**config.mk**
```make
export PLATFORM = sky130hd
export DESIGN_NAME = adm_ctrl
export DESIGN_NICKNAME = d
export VERILOG_FILES = /design/src/rtl/core/adm_pkg.sv /design/src/rtl/core/adm_ctrl.sv
export SDC_FILE = /design/constraint.sdc
export NUM_CORES = 1
export LEC_CHECK = 0
export BUFFER_PORTS_ARGS = -buffer_cell sky130_fd_sc_hd__buf_4
export CAP_MARGIN = 20
export CORE_ASPECT_RATIO = 1.2
export CORE_UTILIZATION = 59
export DETAILED_ROUTE_END_ITERATION = 12
export PLACE_DENSITY = 0.83
export SLEW_MARGIN = 0
export SYNTH_ARGS = -nofsm -noshare
export SYNTH_HDL_FRONTEND = slang
export SYNTH_SLANG_ARGS = --single-unit
```
**constraint.sdc**
```tcl
create_clock -name clk_i -period 3.1 [get_ports clk_i]
set_clock_uncertainty 0.2 [all_clocks]
set_input_delay 0.62 -clock clk_i [delete_from_list [all_inputs] [get_ports clk_i]]
set_output_delay 0.62 -clock clk_i [all_outputs]
set_load 0.005 [all_outputs]
```
**src/rtl/core/adm_pkg.sv**
```systemverilog
`timescale 1ns / 1ps

package adm_pkg;

  // axis counts of the pose and of the measured force
  localparam int NAX  = 6;
  localparam int NFRC = 3;

  // register indexes of the configuration port
  localparam logic [2:0] CFG_INERTIA   = 3'd0;
  localparam logic [2:0] CFG_DAMPING   = 3'd1;
  localparam logic [2:0] CFG_STIFFNESS = 3'd2;
  localparam logic [2:0] CFG_FDZ       = 3'd3;
  localparam logic [2:0] CFG_TLIM      = 3'd4;
  localparam logic [2:0] CFG_RLIM      = 3'd5;
  localparam logic [2:0] CFG_TSTEP     = 3'd6;
  localparam logic [2:0] CFG_ENABLE    = 3'd7;

  // register reset values
  localparam logic [30:0] RST_INERTIA   = 31'd65536;
  localparam logic [30:0] RST_DAMPING   = 31'd65536;
  localparam logic [30:0] RST_STIFFNESS = 31'd65536;
  localparam logic [30:0] RST_FDZ       = 31'd6554;
  localparam logic [30:0] RST_TLIM      = 31'd6554;
  localparam logic [30:0] RST_RLIM      = 31'd6554;
  localparam logic [16:0] RST_TSTEP     = 17'd66;

  // datapath operations
  typedef enum logic [4:0] {
    OP_NONE,
    OP_LOAD,
    OP_CLR,
    OP_MUL,
    OP_SQACC,
    OP_SUMCLR,
    OP_DZSET,
    OP_NORM,
    OP_DIVR,
    OP_DIVA,
    OP_DIVSTEP,
    OP_KLOAD,
    OP_FSCALE,
    OP_NETINIT,
    OP_NETSUB,
    OP_ACCLOAD,
    OP_OFFUPD,
    OP_VELUPD,
    OP_LSET,
    OP_VSCALE,
    OP_OUT
  } op_e;

  // multiplier operand pairs
  typedef enum logic [2:0] {
    MS_FF,  // force * force
    MS_FK,  // force * ratio
    MS_DV,  // damping * velocity
    MS_SO,  // stiffness * offset
    MS_HV,  // time step * velocity
    MS_HA,  // time step * acceleration
    MS_VV,  // velocity * velocity
    MS_VK   // velocity * ratio
  } msel_e;

  typedef struct packed {
    op_e        op;
    msel_e      msel;
    logic [2:0] idx;
    logic       grp;
  } cmd_t;

  typedef struct packed {
    logic enable;
    logic dz_skip;
    logic norm_done;
    logic div_done;
    logic lim_over;
    logic out_free;
  } sts_t;

  // clamp to signed 32 bits
  function automatic logic signed [31:0] sat32(input logic signed [63:0] v);
    if (v > 64'sd2147483647) begin
      return 32'sh7fffffff;
    end else if (v < -64'sd2147483648) begin
      return 32'sh80000000;
    end else begin
      return signed'(v[31:0]);
    end
  endfunction

endpackage

```
**src/rtl/core/adm_ctrl.sv**
```systemverilog
`timescale 1ns / 1ps

module adm_ctrl #(
  parameter int AXES = 6
) (
  input  logic           clk_i,
  input  logic           rst_ni,
  input  logic           in_valid_i,
  output logic           in_stall_o,
  input  adm_pkg::sts_t  sts_i,
  output adm_pkg::cmd_t  cmd_o
);
  import adm_pkg::*;

  localparam logic [4:0] ST_IDLE  = 5'd0;
  localparam logic [4:0] ST_CLR   = 5'd1;
  localparam logic [4:0] ST_FSQ_M = 5'd2;
  localparam logic [4:0] ST_FSQ_A = 5'd3;
  localparam logic [4:0] ST_DZ    = 5'd4;
  localparam logic [4:0] ST_NORM  = 5'd5;
  localparam logic [4:0] ST_DIV   = 5'd6;
  localparam logic [4:0] ST_KLD   = 5'd7;
  localparam logic [4:0] ST_FS_M  = 5'd8;
  localparam logic [4:0] ST_FS_W  = 5'd9;
  localparam logic [4:0] ST_NET0  = 5'd10;
  localparam logic [4:0] ST_ND_M  = 5'd11;
  localparam logic [4:0] ST_ND_W  = 5'd12;
  localparam logic [4:0] ST_NS_M  = 5'd13;
  localparam logic [4:0] ST_NS_W  = 5'd14;
  localparam logic [4:0] ST_ADIV  = 5'd15;
  localparam logic [4:0] ST_ACC   = 5'd16;
  localparam logic [4:0] ST_HV_M  = 5'd17;
  localparam logic [4:0] ST_HV_W  = 5'd18;
  localparam logic [4:0] ST_HA_M  = 5'd19;
  localparam logic [4:0] ST_HA_W  = 5'd20;
  localparam logic [4:0] ST_LIM   = 5'd21;
  localparam logic [4:0] ST_LSQ_M = 5'd22;
  localparam logic [4:0] ST_LSQ_A = 5'd23;
  localparam logic [4:0] ST_LSET  = 5'd24;
  localparam logic [4:0] ST_LS_M  = 5'd25;
  localparam logic [4:0] ST_LS_W  = 5'd26;
  localparam logic [4:0] ST_OUT   = 5'd27;

  // last axis of each group, limited by the axis count
  localparam int TLAST_I = (AXES - 1 < 2) ? AXES - 1 : 2;
  localparam int RLAST_I = (AXES - 1 < 5) ? AXES - 1 : 5;
  localparam logic [2:0] TLAST  = 3'(TLAST_I);
  localparam logic [2:0] RLAST  = 3'(RLAST_I);
  localparam logic [2:0] AXLAST = 3'(AXES - 1);
  localparam logic       RSKIP  = (AXES <= 3);
  localparam logic [2:0] RFIRST = 3'd3;

  logic [4:0] st_q, st_d;
  logic [2:0] idx_q, idx_d;
  logic       grp_q, grp_d;
  logic       lim_q, lim_d;
  logic       adiv_q, adiv_d;
  logic [2:0] glast;

  assign glast      = grp_q ? RLAST : TLAST;
  assign in_stall_o = (st_q != ST_IDLE);

  // sequencer
  always_comb begin
    st_d   = st_q;
    idx_d  = idx_q;
    grp_d  = grp_q;
    lim_d  = lim_q;
    adiv_d = adiv_q;
    cmd_o  = '{op: OP_NONE, msel: MS_FF, idx: idx_q, grp: grp_q};
    case (st_q)
      ST_IDLE: begin
        if (in_valid_i) begin
          cmd_o.op = OP_LOAD;
          idx_d    = 3'd0;
          grp_d    = 1'b0;
          lim_d    = 1'b0;
          st_d     = sts_i.enable ? ST_FSQ_M : ST_CLR;
        end
      end
      ST_CLR: begin
        cmd_o.op = OP_CLR;
        st_d     = ST_OUT;
      end
      ST_FSQ_M: begin
        cmd_o.op   = OP_MUL;
        cmd_o.msel = MS_FF;
        st_d       = ST_FSQ_A;
      end
      ST_FSQ_A: begin
        cmd_o.op = OP_SQACC;
        if (idx_q == TLAST) begin
          st_d = ST_DZ;
        end else begin
          idx_d = idx_q + 3'd1;
          st_d  = ST_FSQ_M;
        end
      end
      ST_DZ: begin
        cmd_o.op = OP_DZSET;
        idx_d    = 3'd0;
        st_d     = sts_i.dz_skip ? ST_NET0 : ST_NORM;
      end
      ST_NORM: begin
        if (sts_i.norm_done) begin
          cmd_o.op = OP_DIVR;
          adiv_d   = 1'b0;
          st_d     = ST_DIV;
        end else begin
          cmd_o.op = OP_NORM;
        end
      end
      ST_DIV: begin
        if (sts_i.div_done) begin
          st_d = adiv_q ? ST_ACC : ST_KLD;
        end else begin
          cmd_o.op = OP_DIVSTEP;
        end
      end
      ST_KLD: begin
        cmd_o.op = OP_KLOAD;
        if (lim_q) begin
          idx_d = grp_q ? RFIRST : 3'd0;
          st_d  = ST_LS_M;
        end else begin
          idx_d = 3'd0;
          st_d  = ST_FS_M;
        end
      end
      // force scaling after the dead zone
      ST_FS_M: begin
        cmd_o.op   = OP_MUL;
        cmd_o.msel = MS_FK;
        st_d       = ST_FS_W;
      end
      ST_FS_W: begin
        cmd_o.op = OP_FSCALE;
        if (idx_q == 3'(NFRC - 1)) begin
          idx_d = 3'd0;
          st_d  = ST_NET0;
        end else begin
          idx_d = idx_q + 3'd1;
          st_d  = ST_FS_M;
        end
      end
      // per axis euler step
      ST_NET0: begin
        cmd_o.op = OP_NETINIT;
        st_d     = ST_ND_M;
      end
      ST_ND_M: begin
        cmd_o.op   = OP_MUL;
        cmd_o.msel = MS_DV;
        st_d       = ST_ND_W;
      end
      ST_ND_W: begin
        cmd_o.op = OP_NETSUB;
        st_d     = ST_NS_M;
      end
      ST_NS_M: begin
        cmd_o.op   = OP_MUL;
        cmd_o.msel = MS_SO;
        st_d       = ST_NS_W;
      end
      ST_NS_W: begin
        cmd_o.op = OP_NETSUB;
        st_d     = ST_ADIV;
      end
      ST_ADIV: begin
        cmd_o.op = OP_DIVA;
        adiv_d   = 1'b1;
        st_d     = ST_DIV;
      end
      ST_ACC: begin
        cmd_o.op = OP_ACCLOAD;
        st_d     = ST_HV_M;
      end
      ST_HV_M: begin
        cmd_o.op   = OP_MUL;
        cmd_o.msel = MS_HV;
        st_d       = ST_HV_W;
      end
      ST_HV_W: begin
        cmd_o.op = OP_OFFUPD;
        st_d     = ST_HA_M;
      end
      ST_HA_M: begin
        cmd_o.op   = OP_MUL;
        cmd_o.msel = MS_HA;
        st_d       = ST_HA_W;
      end
      ST_HA_W: begin
        cmd_o.op = OP_VELUPD;
        if (idx_q == AXLAST) begin
          grp_d = 1'b0;
          lim_d = 1'b1;
          st_d  = ST_LIM;
        end else begin
          idx_d = idx_q + 3'd1;
          st_d  = ST_NET0;
        end
      end
      // speed limit of one velocity group
      ST_LIM: begin
        cmd_o.op = OP_SUMCLR;
        if (grp_q && RSKIP) begin
          st_d = ST_OUT;
        end else begin
          idx_d = grp_q ? RFIRST : 3'd0;
          st_d  = ST_LSQ_M;
        end
      end
      ST_LSQ_M: begin
        cmd_o.op   = OP_MUL;
        cmd_o.msel = MS_VV;
        st_d       = ST_LSQ_A;
      end
      ST_LSQ_A: begin
        cmd_o.op = OP_SQACC;
        if (idx_q == glast) begin
          st_d = ST_LSET;
        end else begin
          idx_d = idx_q + 3'd1;
          st_d  = ST_LSQ_M;
        end
      end
      ST_LSET: begin
        cmd_o.op = OP_LSET;
        if (sts_i.lim_over) begin
          st_d = ST_NORM;
        end else if (grp_q) begin
          st_d = ST_OUT;
        end else begin
          grp_d = 1'b1;
          st_d  = ST_LIM;
        end
      end
      ST_LS_M: begin
        cmd_o.op   = OP_MUL;
        cmd_o.msel = MS_VK;
        st_d       = ST_LS_W;
      end
      ST_LS_W: begin
        cmd_o.op = OP_VSCALE;
        if (idx_q != glast) begin
          idx_d = idx_q + 3'd1;
          st_d  = ST_LS_M;
        end else if (grp_q) begin
          st_d = ST_OUT;
        end else begin
          grp_d = 1'b1;
          st_d  = ST_LIM;
        end
      end
      ST_OUT: begin
        if (sts_i.out_free) begin
          cmd_o.op = OP_OUT;
          st_d     = ST_IDLE;
        end
      end
      default: begin
        st_d = ST_IDLE;
      end
    endcase
  end

  // state registers
  always_ff @(posedge clk_i or negedge rst_ni) begin
    if (!rst_ni) begin
      st_q   <= ST_IDLE;
      idx_q  <= 3'd0;
      grp_q  <= 1'b0;
      lim_q  <= 1'b0;
      adiv_q <= 1'b0;
    end else begin
      st_q   <= st_d;
      idx_q  <= idx_d;
      grp_q  <= grp_d;
      lim_q  <= lim_d;
      adiv_q <= adiv_d;
    end
  end

endmodule

```
==> reports/results.txt, run 1 <==
RSZ-0062 raised after global routing = no
Mapped Cells = 247
IO Pins = 22
CTS tree = done
H-tree levels = 1
Fill cells = 256
Max cap viols = 0
Shortest period the worst path allows = 2.96 ns
Remaining routing DRC violations = 0
Drt wl/cell = 20.5 um
CTS buffer count = 3
Layout cells sized above 1 = 20.4%
Clk slew on worst S/H paths = 0.09 ns
Detailed Routing Iterations Pass 1 = 7
WL final = 6130 um
Mean Syn Cell Area = 7.21 sq um
Sequential area share after synthesis = 15.5%
Full die area = 3240 sq um
Mapped cell area = 1780 sq um
Max Fanout on Critical Path = 17
Min-delay worst type = flip-flop to flip-flop
WHS = 0.301 ns
Total track usage = 41.4%
Routability Congestion = 1.00
Least-Margin Pin Slew = 0.622 ns
Post-synth EDFFs = 0
FMAX = 337 MHz
# clock sinks = 11
Rel. slew slack = 58.2%
Synth async-reset ratio = 100%
Crit. End Element = output port
Num rows = 21
Routed length on met2 = 2750 um
Ys Warns = 0
Area occupied by multi-input gates = 1340 sq um
Root Driver = clkbuf_4
Global-route wire length before repair = 10,200 um
Std-Cell Core Area = 2840 sq um
Kind of critical path = flip-flop to output port
Synthesis-to-layout area growth = 13.1%
Critical Path AT = 2.14 ns
Nets@finish = 278
DR WL met3 = 721 um
Global route overflow = 0
Worst path required time = 2.28 ns
Leakage Power = 0.816 nW
Crit start category = flip-flop
Yosys cell types = 67
Total nets after synthesis = 259
Register area = 279 sq um
Via Count = 2,181
Port Buf Inserts = 21
Initial antenna violation count = 0
Initial Utilization = 62.7%
Register bit total from synthesis = 11
ANT cells = 0
Die extent in x = 52.1 um
Met1 Wirelength = 2360 um
Vias in the first global route = 2,027
Util after Layout = 71.0%
Status = complete, no violations
ANT nets after route = 0
Top FF cell, synth = dfrtp_1
Tcrit/Tclk final = 95.6%
Routed vias/inst = 7.29
Uppermost layer routed = met4
Dpl hpwl = 4540 um
Largest net degree at the start of global routing = 29
Setup TNS = 0 ns
Clock Tree Buf Depth = 2
PD cells = 1160 nW/um^2
Worst-skew pair later-pin latency = 0.29 ns
Max-slew violation count = 0
Maximum vdd drop = 0.000626 V
Initial DRC count = 228
Final setup viols = 0
Die Y-Extent = 62.2 um
Hold Vio Cnt, Final = 0
==> cell usage after synthesis (all sizes together) (6+ instances only) <==
master / instances / share of area [%]
a21oi: 23 / 6.5
nor2: 22 / 5.1
buf: 20 / 6.3
nand2: 16 / 3.4
nor2b: 13 / 4.6
dfrtp: 11 / 15
inv: 9 / 1.9
nor3: 8 / 2.2
o21ai: 8 / 2.2
nand2b: 6 / 2.1
o211ai: 6 / 2.5
==> metrics by stage <==
step | instance area, sq um | setup WS, ns | power [mW] | instances
final | 2010 | 0.136 | 2.34 | 299
after global routing | 2010 | 0.0779 | 2.48 | 299
after CTS | 2010 | 0.113 | 2.26 | 299
after detailed placement | 1970 | 0.433 | 2.14 | 294
after global placement | 1970 | 0.441 | 2.12 | 294
after floorplan | 1780 | 0.667 | 1.60 | 247
==> cell type report <==
class                      instances  area share (%)
tap                               34            2.11
clock inverter                     1           0.248
inverter                          10            1.86
sequential                        11            13.9
multi-input combinational        202            66.5
timing repair buffer              38            14.3
clock buffer                       3            1.12
==> worst max-delay path: stages (launching register included) <==
cell and delay, ns:
dfrtp_1 0.63, buf_4 0.30, xor2_1 0.35, nand3_1 0.17, o31a_1 0.13, o22ai_1 0.14
buf_4 0.13
==> kinds of logic after synthesis <==
logic type	count (synthesis)	share of synthesized area, %
AOI/OAI and AO/OA	85	34.7
xor gates and xnor gates	5	2.46
adders and majority gates	3	2.11
buffers and inverters	34	9.28
DFF	11	15.5
muxes	5	3.16
and+or+nand+nor	104	32.8
==> where the power goes <==
group | leakage, nW | internal [mW] | switching [mW]
sequential | 0.137 | 0.207 | 0.187
clock | 0.0177 | 0.0480 | 0.0659
combinational | 0.661 | 0.786 | 1.05
total | 0.816 | 1.04 | 1.30
==> layout by cell type (no fill, tap or decap), drive strengths merged, types with 5 or more instances in the layout <==
cell type | netlist | layout
a21oi | 23 | 23
buf | 20 | 37
dfrtp | 11 | 11
inv | 9 | 9
nand2 | 16 | 16
nand2b | 6 | 6
nand3 | 5 | 5
nand4 | 5 | 5
nor2 | 22 | 22
nor2b | 13 | 13
nor3 | 8 | 8
nor4 | 5 | 5
o211ai | 6 | 6
o21ai | 8 | 8
or4 | 5 | 5
==> sequential cells by signal, indices dropped and copies added (netlist names) <==
register,flops
lim_q,1
idx_q,3
adiv_q,1
grp_q,1
st_q,5
==> layer usage <==
| metal | GRT usage, % | vias to the layer above |
|---|---|---|
| li1 | - | 971 |
| met1 | 57.2 | 982 |
| met2 | 63.1 | 185 |
| met3 | 6.13 | 43 |
| met4 | 17.1 | 0 |
| met5 | 0 | - |
==> final timing paths <==
path / from / to / slack [ns] / depth (start not counted)
worst max-delay path: st_q[2]$_DFFE_PN0P_ / cmd_o[4] / 0.14 / 6
worst min-delay path: lim_q$_DFFE_PN0P_ / lim_q$_DFFE_PN0P_ / 0.30 / 2
worst max register to register: st_q[2]$_DFFE_PN0P_ / idx_q[1]$_DFFE_PN0P_ / 0.60 / 6
worst min register to register: lim_q$_DFFE_PN0P_ / lim_q$_DFFE_PN0P_ / 0.30 / 2
max in group asynchronous: rst_ni / st_q[0]$_DFFE_PN0P_ / 2.01 / 2
min in group asynchronous: rst_ni / adiv_q$_DFFE_PN0P_ / 0.50 / 2
==> what timing repair did <==
action	CTS	global route
endpoints found under the setup margin	0	2
buffers inserted	0	0
hold endpoints to repair	11	0
hold buffers	1	0
gates resized for setup	0	3
Power figures use the tool's default switching activity.
==> run 2, diff against run 1 <==
--- a/config.mk
+++ b/config.mk
@@ -11,6 +11,7 @@
 export CORE_UTILIZATION = 59
 export DETAILED_ROUTE_END_ITERATION = 12
 export PLACE_DENSITY = 0.83
+export REMOVE_ABC_BUFFERS = 1
 export SLEW_MARGIN = 0
 export SYNTH_ARGS = -nofsm -noshare
 export SYNTH_HDL_FRONTEND = slang
==> run 2 against run 1 <==
Net effect: critical path depth up 1; worst hold slack better by 0.013 ns; register-to-register slack better by 0.03 ns; global-route usage down 2.1 points.
==> reports/results.txt, run 2 (synthesis gave the netlist of run 1 again) <==
ANT nets after route = 0
Crit-path cells = buf_4 > nor2b_1 > a21oi_1 > a21oi_1 > a21oi_1 > o32ai_1 > buf_4
Port Buf Inserts = 21
CP peak stage delay = 0.56 ns
Commonest cells after routing, fill and taps aside = buf_4, a21oi_1, nor2_1
Comb pwr share = 79.3%
RSZ-0062 raised after global routing = no
# clock sinks = 11
Tcrit/Tclk final = 94.0%
Min-delay worst type = flip-flop to flip-flop
Top flop regs = st_q (5), idx_q (3)
Switching Share = 54.0%
Drt wl/cell = 19.7 um
Hold Vio Cnt, Final = 0
Pre-CTS setup slack = 0.446 ns
Top reg by flops = st_q
Total track usage = 39.3%
Vias in the first global route = 1,877
Clk pwr share = 4.8%
Root Driver = clkbuf_4
Worst R2R Start = st_q[2]$_DFFE_PN0P_
Max cap viols = 0
Final Non-Filler Cells = 300
Clk slew on worst S/H paths = 0.09 ns
Die Y-Extent = 62.2 um
ANT cells = 0
Final setup viols = 0
Detailed Routing Iterations Pass 1 = 5
Dpl hpwl = 4360 um
Nets@finish = 279
Crit. End Element = output port
IO Pins = 22
Clock Tree Buf Depth = 2
Initial Utilization = 62.7%
Routability Congestion = 1.03
CP bufs+invs = 2
Commonest non-fill, non-tap cell in the layout = buf_4
Worst path top cell family by delay = flip-flops
PD cells = 1140 nW/um^2
Leakage Power = 0.829 nW
Internal power = 1.08 mW
Area occupied by multi-input gates = 1340 sq um
R2R Setup Slk = 0.63 ns
CTS buffer count = 3
Worst-skew pair later-pin latency = 0.30 ns
Die extent in x = 52.1 um
Critical path depth = 7
FMAX = 343 MHz
Shortest period the worst path allows = 2.91 ns
H-tree levels = 1
Rel. slew slack = 66.4%
Fill cells = 241
Setup TNS = 0 ns
Max Fanout on Critical Path = 10
Layout cells sized above 1 = 20.7%
R2r endpoint = idx_q[1]$_DFFE_PN0P_
Placed instance count = 295
Synthesis-to-layout area growth = 15.0%
Global route overflow = 0
Initial antenna violation count = 0
Reg2Reg Depth = 6
Least-Margin Pin Slew = 0.502 ns
CTS tree = done
Initial DRC count = 237
Remaining routing DRC violations = 0
Full die area = 3240 sq um
Hold wc startpoint = lim_q$_DFFE_PN0P_
Crit path max-delay cell type = dfrtp_1
Routed vias/inst = 7.10
Depth of the worst hold-timing path = 2
Num rows = 21
Fin worst setup slack = 0.187 ns
Global-route wire length before repair = 9510 um
Kind of critical path = flip-flop to output port
Max-slew violation count = 0
Std-Cell Core Area = 2840 sq um
Worst Hold End = lim_q$_DFFE_PN0P_
Sw power = 1.26 mW
Part of the power in registers = 15.9%
Register area = 279 sq um
Worst path most repeated cell = a21oi_1
Status = complete, no violations
Worst path required time = 2.28 ns
Post-CTS setup buffer count = 0
Via Count = 2,131
Crit start category = flip-flop
Critical Path AT = 2.09 ns
Maximum vdd drop = 0.000629 V
WL final = 5910 um
Largest register FFs = 5
Largest net degree at the start of global routing = 25
-- run 2: cell count changes in the layout (fill, tap and decap cells not counted) --
cell,before,now
buf_4,37,36
buf_12,0,2
-- run 2: final cells by class --
class,count,share of cell area (%)
clock buffers,3,1.10
clock inverters,1,0.244
inverters,10,1.83
multi-input cells,202,65.5
flip-flops and latches,11,13.6
well taps,34,2.08
repair buffers,39,15.6
-- run 2: worst max-delay path by stage --
| stage | endpoint | slack, ns | startpoint |
|---|---|---|---|
| detailed placement | cmd_o[8] | 0.45 | st_q[2]$_DFFE_PN0P_ |
| global route | cmd_o[8] | 0.08 | st_q[2]$_DFFE_PN0P_ |
| CTS | cmd_o[8] | 0.11 | st_q[2]$_DFFE_PN0P_ |
| floorplan | cmd_o[7] | 0.31 | st_q[1]$_DFFE_PN0P_ |
| global placement | cmd_o[8] | 0.44 | st_q[2]$_DFFE_PN0P_ |
| finish | cmd_o[10] | 0.19 | st_q[0]$_DFFE_PN0P_ |
-- run 2: through the flow --
stage | hold slack, ns | instance area [sq um] | utilization, % | power (mW)
floorplan | 0.124 | 1650 | - | 1.47
global placement | 0.272 | 2010 | 70.7 | 2.15
detailed placement | 0.274 | 2010 | 70.7 | 2.16
CTS | 0.312 | 2040 | 72.0 | 2.28
global route | 0.348 | 2050 | 72.1 | 2.50
finish | 0.314 | 2050 | 72.1 | 2.34
-- run 2: tightest hold or removal path, delay by kind of cell, from the launching register on --
family        cells  cell delay [ns]
flops             1             0.37
simple gates      2             0.11
-- run 2: routing by layer --
metal	share of wire, %	GRT usage (%)	up-vias
met3	9.9	5.88	45
met5	0	0	-
met2	45	59.0	166
met1	38	53.1	942
li1	-	-	978
met4	6.5	21.1	0
-- run 2: what timing repair did --
action                                  4_1_cts  5_1_grt
gates resized for setup                       0        3
endpoints found under the setup margin        0        2
hold buffers                                  1        0
endpoints found under the hold margin        11        0
-- run 2: power by group through the flow --
stage	Sequential (mW)	Combinational, mW	Clock (mW)
after floorplan	0.449	1.02	0
after global placement	0.365	1.79	0
after CTS	0.361	1.81	0.112
after global routing	0.382	2.00	0.118
final	0.373	1.86	0.112
after detailed placement	0.364	1.80	0
